[config.mk]
export PLATFORM = sky130hd
export DESIGN_NAME = angle_slew_tracker_top_flat
export DESIGN_NICKNAME = d
export VERILOG_FILES = /design/src/rtl/ast_pkg.sv /design/src/rtl/ast_in_if.sv /design/src/rtl/ast_out_if.sv /design/src/rtl/ast_cfg_regs.sv /design/src/rtl/ast_step_calc.sv /design/src/rtl/angle_slew_tracker_top.sv /design/src/flat_wrapper.sv
export SDC_FILE = /design/constraint.sdc
export NUM_CORES = 1
export LEC_CHECK = 0
export BUFFER_PORTS_ARGS = -buffer_cell sky130_fd_sc_hd__buf_4
export CORE_MARGIN = 1.5
export CORE_UTILIZATION = 49
export CTS_BUF_LIST = sky130_fd_sc_hd__clkbuf_4
export CTS_CLUSTER_SIZE = 24
export DETAILED_ROUTE_END_ITERATION = 10
export PLACE_DENSITY = 0.73
export SYNTH_ARGS = -nofsm -noshare
export SYNTH_HDL_FRONTEND = slang
export SYNTH_SLANG_ARGS = --single-unit
[constraint.sdc]
create_clock -name clk -period 21.2 [get_ports clk]
set_input_delay 4.24 -clock clk [delete_from_list [all_inputs] [get_ports clk]]
set_output_delay 4.24 -clock clk [all_outputs]
set_load 0.1 [all_outputs]
[src/rtl/ast_pkg.sv]
package ast_pkg;

    localparam int unsigned ADDR_W = 4;

    localparam logic [1:0] REG_GAIN     = 2'd0;
    localparam logic [1:0] REG_MAX_STEP = 2'd1;
    localparam logic [1:0] REG_MIN_STEP = 2'd2;

    localparam logic [16:0] GAIN_RESET     = 17'd6554;
    localparam logic [14:0] MAX_STEP_RESET = 15'd1280;
    localparam logic [14:0] MIN_STEP_RESET = 15'd13;

    localparam logic signed [17:0] FULL_TURN = 18'sd46080;
    localparam logic signed [17:0] HALF_TURN = 18'sd23040;

    typedef struct packed {
        logic [16:0] gain;
        logic [14:0] max_step;
        logic [14:0] min_step;
    } cfg_t;

    typedef struct packed {
        logic [15:0]        new_angle;
        logic signed [15:0] applied_step;
        logic signed [15:0] wrapped_error;
    } res_t;

endpackage

[src/rtl/ast_in_if.sv]
interface ast_in_if;
    logic        valid;
    logic        ready;
    logic [15:0] target_angle;

    modport source (output valid, output target_angle, input ready);
    modport sink (input valid, input target_angle, output ready);
endinterface

[src/rtl/ast_out_if.sv]
interface ast_out_if;
    logic               valid;
    logic               ready;
    logic [15:0]        new_angle;
    logic signed [15:0] applied_step;
    logic signed [15:0] wrapped_error;

    modport source (output valid, output new_angle, output applied_step,
                    output wrapped_error, input ready);
    modport sink (input valid, input new_angle, input applied_step,
                  input wrapped_error, output ready);
endinterface

[src/rtl/ast_cfg_regs.sv]
module ast_cfg_regs (
    input  logic                      clk,
    input  logic                      rst_n,
    input  logic                      psel,
    input  logic                      penable,
    input  logic                      pwrite,
    input  logic [ast_pkg::ADDR_W-1:0] paddr,
    input  logic [31:0]               pwdata,
    output logic [31:0]               prdata,
    output logic                      pready,
    output ast_pkg::cfg_t             cfg
);

    ast_pkg::cfg_t cfg_reg;
    ast_pkg::cfg_t cfg_next;
    logic          wr_en;

    assign pready = 1'b1;
    assign wr_en  = psel && penable && pwrite && pready;

    always_comb
    begin
        cfg_next = cfg_reg;
        if (wr_en)
        begin
            case (paddr[3:2])
                ast_pkg::REG_GAIN:     cfg_next.gain     = pwdata[16:0];
                ast_pkg::REG_MAX_STEP: cfg_next.max_step = pwdata[14:0];
                ast_pkg::REG_MIN_STEP: cfg_next.min_step = pwdata[14:0];
                default:               cfg_next = cfg_reg;
            endcase
        end
    end

    always_ff @(posedge clk or negedge rst_n)
    begin
        if (!rst_n)
        begin
            cfg_reg.gain     <= ast_pkg::GAIN_RESET;
            cfg_reg.max_step <= ast_pkg::MAX_STEP_RESET;
            cfg_reg.min_step <= ast_pkg::MIN_STEP_RESET;
        end
        else
        begin
            cfg_reg <= cfg_next;
        end
    end

    always_comb
    begin
        case (paddr[3:2])
            ast_pkg::REG_GAIN:     prdata = {15'd0, cfg_reg.gain};
            ast_pkg::REG_MAX_STEP: prdata = {17'd0, cfg_reg.max_step};
            ast_pkg::REG_MIN_STEP: prdata = {17'd0, cfg_reg.min_step};
            default:               prdata = 32'd0;
        endcase
    end

    assign cfg = cfg_reg;

endmodule

[src/rtl/ast_step_calc.sv]
module ast_step_calc (
    input  logic [15:0]   cur_angle,
    input  logic [15:0]   target_angle,
    input  ast_pkg::cfg_t cfg,
    output ast_pkg::res_t res
);

    logic signed [17:0] diff;
    logic signed [17:0] err18;
    logic signed [15:0] err16;
    logic signed [17:0] gain_s;
    logic signed [33:0] prod;
    logic signed [17:0] scaled;
    logic signed [17:0] mn_s;
    logic signed [17:0] mx_s;
    logic signed [17:0] clamped;
    logic               big;
    logic signed [17:0] step;
    logic signed [17:0] delta;
    logic signed [17:0] sum;
    logic signed [17:0] wrapped;

    assign diff = $signed({2'b00, target_angle}) - $signed({2'b00, cur_angle});

    // The difference never exceeds one and a half turns, so one correction suffices.
    always_comb
    begin
        if (diff > ast_pkg::HALF_TURN)
        begin
            err18 = diff - ast_pkg::FULL_TURN;
        end
        else if (diff < -ast_pkg::HALF_TURN)
        begin
            err18 = diff + ast_pkg::FULL_TURN;
        end
        else
        begin
            err18 = diff;
        end
    end

    assign err16  = err18[15:0];
    assign gain_s = $signed({1'b0, cfg.gain});
    assign prod   = err16 * gain_s;
    assign scaled = prod[33:16];

    assign mn_s = $signed({3'b000, cfg.min_step});
    assign mx_s = $signed({3'b000, cfg.max_step});
    assign big  = (scaled >= mn_s) || (scaled <= -mn_s);

    always_comb
    begin
        if (scaled > mx_s)
        begin
            clamped = mx_s;
        end
        else if (scaled < -mx_s)
        begin
            clamped = -mx_s;
        end
        else
        begin
            clamped = scaled;
        end
    end

    // A small step lands exactly on the target when it would otherwise overshoot.
    always_comb
    begin
        step  = '0;
        delta = '0;
        if (err18 != 18'sd0)
        begin
            if (big)
            begin
                step  = clamped;
                delta = clamped;
            end
            else if (err18 > 18'sd0)
            begin
                step  = mn_s;
                delta = (err18 <= mn_s) ? err18 : mn_s;
            end
            else
            begin
                step  = -mn_s;
                delta = (-err18 <= mn_s) ? err18 : -mn_s;
            end
        end
    end

    assign sum = $signed({2'b00, cur_angle}) + delta;

    always_comb
    begin
        if (sum < 18'sd0)
        begin
            wrapped = sum + ast_pkg::FULL_TURN;
        end
        else if (sum >= ast_pkg::FULL_TURN)
        begin
            wrapped = sum - ast_pkg::FULL_TURN;
        end
        else
        begin
            wrapped = sum;
        end
    end

    assign res.new_angle     = wrapped[15:0];
    assign res.applied_step  = step[15:0];
    assign res.wrapped_error = err16;

endmodule

[src/rtl/angle_slew_tracker_top.sv]
// An input item is held in the input register, its result in the result register.
// Throughput: one item per cycle while the result register is not stalled; the
// heading update, including its single multiply, is combinational between them.
// A stalled result register holds the input register, which then holds the input.
// Reset (rst_n, asynchronous, active low) clears the heading to zero, empties both
// registers and restores the gain, maximum step and minimum step defaults.
module angle_slew_tracker_top (
    input  logic                       clk,
    input  logic                       rst_n,
    ast_in_if.sink                     sample_in,
    ast_out_if.source                  result_out,
    input  logic                       psel,
    input  logic                       penable,
    input  logic                       pwrite,
    input  logic [ast_pkg::ADDR_W-1:0] paddr,
    input  logic [31:0]                pwdata,
    output logic [31:0]                prdata,
    output logic                       pready
);

    ast_pkg::cfg_t cfg;
    ast_pkg::res_t calc_res;

    logic          stage_valid_reg;
    logic          stage_valid_next;
    logic [15:0]   target_reg;
    logic [15:0]   target_next;
    logic          out_valid_reg;
    logic          out_valid_next;
    ast_pkg::res_t res_reg;
    ast_pkg::res_t res_next;
    logic [15:0]   cur_reg;
    logic [15:0]   cur_next;
    logic          advance;
    logic          in_take;

    ast_cfg_regs u_cfg (
        .clk     (clk),
        .rst_n   (rst_n),
        .psel    (psel),
        .penable (penable),
        .pwrite  (pwrite),
        .paddr   (paddr),
        .pwdata  (pwdata),
        .prdata  (prdata),
        .pready  (pready),
        .cfg     (cfg)
    );

    ast_step_calc u_calc (
        .cur_angle    (cur_reg),
        .target_angle (target_reg),
        .cfg          (cfg),
        .res          (calc_res)
    );

    assign advance         = stage_valid_reg && (!out_valid_reg || result_out.ready);
    assign sample_in.ready = !stage_valid_reg || advance;
    assign in_take         = sample_in.valid && sample_in.ready;

    always_comb
    begin
        stage_valid_next = stage_valid_reg;
        target_next      = target_reg;
        out_valid_next   = out_valid_reg;
        res_next         = res_reg;
        cur_next         = cur_reg;
        if (advance)
        begin
            stage_valid_next = 1'b0;
            out_valid_next   = 1'b1;
            res_next         = calc_res;
            cur_next         = calc_res.new_angle;
        end
        else if (result_out.ready)
        begin
            out_valid_next = 1'b0;
        end
        if (in_take)
        begin
            stage_valid_next = 1'b1;
            target_next      = sample_in.target_angle;
        end
    end

    always_ff @(posedge clk or negedge rst_n)
    begin
        if (!rst_n)
        begin
            stage_valid_reg <= 1'b0;
            out_valid_reg   <= 1'b0;
            cur_reg         <= '0;
        end
        else
        begin
            stage_valid_reg <= stage_valid_next;
            out_valid_reg   <= out_valid_next;
            cur_reg         <= cur_next;
        end
    end

    always_ff @(posedge clk)
    begin
        target_reg <= target_next;
        res_reg    <= res_next;
    end

    assign result_out.valid         = out_valid_reg;
    assign result_out.new_angle     = res_reg.new_angle;
    assign result_out.applied_step  = res_reg.applied_step;
    assign result_out.wrapped_error = res_reg.wrapped_error;

    a_heading_in_range: assert property (@(posedge clk) disable iff (!rst_n)
        cur_reg < 16'd46080)
        else $error("Stored heading has left the range of one turn.");

    a_result_matches_heading: assert property (@(posedge clk) disable iff (!rst_n)
        out_valid_reg |-> (res_reg.new_angle == cur_reg))
        else $error("Presented heading differs from the stored heading.");

    a_step_follows_error: assert property (@(posedge clk) disable iff (!rst_n)
        out_valid_reg |-> ((res_reg.applied_step == 16'sd0)
                           || ((res_reg.applied_step > 16'sd0)
                               == (res_reg.wrapped_error > 16'sd0))))
        else $error("Step moves away from the target.");

    a_error_wrapped: assert property (@(posedge clk) disable iff (!rst_n)
        out_valid_reg |-> ((res_reg.wrapped_error <= 16'sd23040)
                           && (res_reg.wrapped_error >= -16'sd23040)))
        else $error("Error lies outside half a turn.");

endmodule

[src/flat_wrapper.sv]
// flat-port wrapper written by rule: the top's interface ports become plain ports
module angle_slew_tracker_top_flat 
  (clk, rst_n, psel, penable, pwrite, paddr, pwdata, prdata, pready, sample_in_valid, sample_in_target_angle, sample_in_ready, result_out_valid, result_out_new_angle, result_out_applied_step, result_out_wrapped_error, result_out_ready);
  ast_in_if sample_in_i ();
  ast_out_if result_out_i ();
  input  logic clk;
  input  logic rst_n;
  input  logic psel;
  input  logic penable;
  input  logic pwrite;
  input  logic [ast_pkg::ADDR_W-1:0] paddr;
  input  logic [31:0] pwdata;
  output logic [31:0] prdata;
  output logic pready;
  input wire logic [$bits(sample_in_i.valid)-1:0] sample_in_valid;
  input wire logic [$bits(sample_in_i.target_angle)-1:0] sample_in_target_angle;
  output wire logic [$bits(sample_in_i.ready)-1:0] sample_in_ready;
  output wire logic [$bits(result_out_i.valid)-1:0] result_out_valid;
  output wire logic [$bits(result_out_i.new_angle)-1:0] result_out_new_angle;
  output wire logic [$bits(result_out_i.applied_step)-1:0] result_out_applied_step;
  output wire logic [$bits(result_out_i.wrapped_error)-1:0] result_out_wrapped_error;
  input wire logic [$bits(result_out_i.ready)-1:0] result_out_ready;
  assign sample_in_i.valid = sample_in_valid;
  assign sample_in_i.target_angle = sample_in_target_angle;
  assign sample_in_ready = sample_in_i.ready;
  assign result_out_valid = result_out_i.valid;
  assign result_out_new_angle = result_out_i.new_angle;
  assign result_out_applied_step = result_out_i.applied_step;
  assign result_out_wrapped_error = result_out_i.wrapped_error;
  assign result_out_i.ready = result_out_ready;
  angle_slew_tracker_top u_core (.clk(clk), .rst_n(rst_n), .sample_in(sample_in_i), .result_out(result_out_i), .psel(psel), .penable(penable), .pwrite(pwrite), .paddr(paddr), .pwdata(pwdata), .prdata(prdata), .pready(pready));
endmodule
==> flow_summary_export.csv <==
group,metric,value,unit
clock_tree,path_clk_slew,0.15,ns
synthesis,synth_area_leaders,"fa_1 20%, ha_1 15%, edfxtp_1 9.3%",
layout,layout_common_cells,"342 x inv_1, 274 x nand2_1, 246 x ha_1",
timing,min_period_over_period,0.877,
placement,port_buffers,108,
worst_setup_path,path_max_fanout,46,
min_path,holdPathStages,1,
global_route,gr-total-overflow,0,
global_route,grt_use_total,0.287,
global_route,antenna_found_initial,3,
clock_tree,cts.root.buffer_cell,"clkbuf_4",
layout,syn_to_final_growth,8.14,%
drt,drt_wl_total,61200,um
drt,first_pass_iters,6,
worst_setup_path,crit_arrival,19.06,ns
global_route,grt_pass1_vias,18000,
worst_setup_path,required,21.66,ns
drt,via_count,18000,
clock_tree,postCtsResizedCells,0,
worst_setup_path,cpPeakStageDelay,0.98,ns
timing,max_freq,53.8,MHz
global_route,grt_max_degree,66,
synthesis,netlist_instances,2402,
floorplan,design.die.area,0.0436,mm2
clock_tree,clockBufferDepth,2,
floorplan,die_w,209,um
global_route,grt_pass1_wl,97200,um
clock_tree,htree_levels,4,
drt,vias_per_cell,6.02,
worst_setup_path,r2r_slack,2.60,ns
timing,tightest_slew,1.23,ns
layout,drive_above_1_share,0.112,
synthesis,yosysWarnings,0,
worst_setup_path,cp_slowest_cell,"o21a_1",
floorplan,dieHeight,209,um
synthesis,yosysSeqAreaShare,0.172,
clock_tree,cts_sinks,129,
worst_setup_path,path_common_cell,"fa_1",
placement,dpl.hpwl,46400,um
timing,hold_viol,0,
synthesis,yosys.area.top_type,"fa_1",
floorplan,io_pins,142,
min_path,hold_class,"register to register",
timing,clock_skew,0.0317,ns
synthesis,synth_seq_cells,129,
layout,nets,2957,
placement,routabilityCongestion,1.01,
synthesis,synth_edf_count,64,
clock_tree,cts_hold_buf,0,
synthesis,synth_ff_type,"edfxtp_1",
worst_setup_path,worstSetupPathType,"register to register",
run_status,status,"completed",
timing,tns,0,ns
job,maxCapViolCount,0,
floorplan,coreArea,0.0419,mm2
timing,relSlewSlack,0.182,
synthesis,avgSynthCellArea,8.64,um2
drt,final_antenna_net_count,0,
layout,final_common_cell,"inv_1",
timing,slew_viol_final,0,
floorplan,start_util,0.496,
synthesis,synthesis.area,0.0208,mm2
layout,largest_register_ff_count,47,
synthesis,async_reset_ff_frac,0.504,
clock_tree,post-cts-setup-buffer-count,0,
clock_tree,clkLatencyLatePin,0.71,ns
drt,route.detailed.drc,0,
drt,drtIter0Drc,1376,
synthesis,synthDistinctLibCells,96,
clock_tree,cts_buffers,17,
worst_setup_path,startpoint_type,"register",
clock_tree,cts_tree,"yes",
timing,rsz0062_at_grt,"false",
floorplan,std_cell_rows,75,
drt,wl_per_cell,20.4,um
worst_setup_path,rr_worst_depth,66,
timing,period_needed,18.60,ns
worst_setup_path,cp-end-kind,"register",
timing,setup_viol,0,
synthesis,synth_top_area_frac,0.202,
layer usage:
metal / wire length (um) / track usage
met1: 25300 / 0.383
met2: 27800 / 0.451
met3: 5180 / 0.0463
met4: 2890 / 0.145
met5: 12 / 0
synthesized netlist by cell type (all sizes together) (6+ instances only):
library cell  number
xor2              23
nand4             17
and4               6
edfxtp            64
o22a              12
and2              89
xnor2             67
nor4              12
a221oi             6
a31oi             34
or3               23
a21o              45
and3              19
nand2b            16
o21ai            111
o211ai            13
fa               209
o31ai              8
mux2              20
nor3b             10
nand3b             6
clkbuf           110
nor3              35
a311oi             7
buf               30
or4                7
nor2             106
dfrtp             53
or2               15
o21a              13
ha               246
a211o              8
nand2            274
nand3             48
o221ai            14
a2111oi            6
mux2i             21
nor2b             31
dfstp             12
a21oi            117
a211oi            24
inv              345
cells by family (layout without fill, tap and decap cells):
kind of cell    after synthesis  after routing  synth area share
fa+ha+maj                   455            455             0.350
flops                       129            129             0.172
mux                          41             41            0.0210
xor+xnor                     90             90            0.0383
compound gates              473            473             0.151
other cells                   2             19          0.000362
buf+inv                     485            525            0.0919
simple gates                727            727             0.176
final cells by class:
cell class                 instances  area, um2
tap                              539        674
clock buffer                      17        128
inverter                         345       1290
clock inverter                    15        211
multi-input combinational       1802      15500
timing repair buffer             148       1110
antenna                            3       7.51
sequential                       129       3560
fill                            3779      19400
final timing paths:
kind	from	to
setup / recovery	u_core.cur_reg[0]$_DFFE_PN0P_	u_core.result_out.new_angle[14]$_DFFE_PP_
hold / removal	u_core.stage_valid_reg$_DFFE_PN0P_	u_core.result_out.valid$_DFFE_PN0P_
setup reg to reg	u_core.cur_reg[0]$_DFFE_PN0P_	u_core.result_out.new_angle[14]$_DFFE_PP_
hold reg to reg	u_core.stage_valid_reg$_DFFE_PN0P_	u_core.result_out.valid$_DFFE_PN0P_
max in group asynchronous	rst_n	u_core.u_cfg.cfg[39]$_DFFE_PN0P_
min in group asynchronous	rst_n	u_core.cur_reg[6]$_DFFE_PN0P_
worst max-delay path: cells and delay by family, from the launching register on:
family / cells / cell delay (ns)
multiplexers: 1 / 0.33
adder cells (fa/ha/maj): 13 / 5.53
flip-flops: 1 / 0.44
XOR/XNOR: 3 / 1.21
buffers and inverters: 6 / 0.90
AO/OA/AOI/OAI: 29 / 7.32
AND/OR/NAND/NOR: 14 / 2.61
per-stage QoR:
step	std cells	instance area (um2)	util	hold WS, ns	setup WS [ns]
global route	2997	22400	0.536	0.538	1.28
global placement	2963	22100	0.528	0.467	3.06
finish	2998	22400	0.536	0.523	2.60
detailed placement	2963	22100	0.528	0.494	2.79
floorplan	2416	20800	-	0.457	4.89
CTS	2995	22400	0.536	0.520	2.67
Power is left out: the tool's default activity adds up to more than one toggle a clock period on the data nets, which glitch-free logic cannot reach.
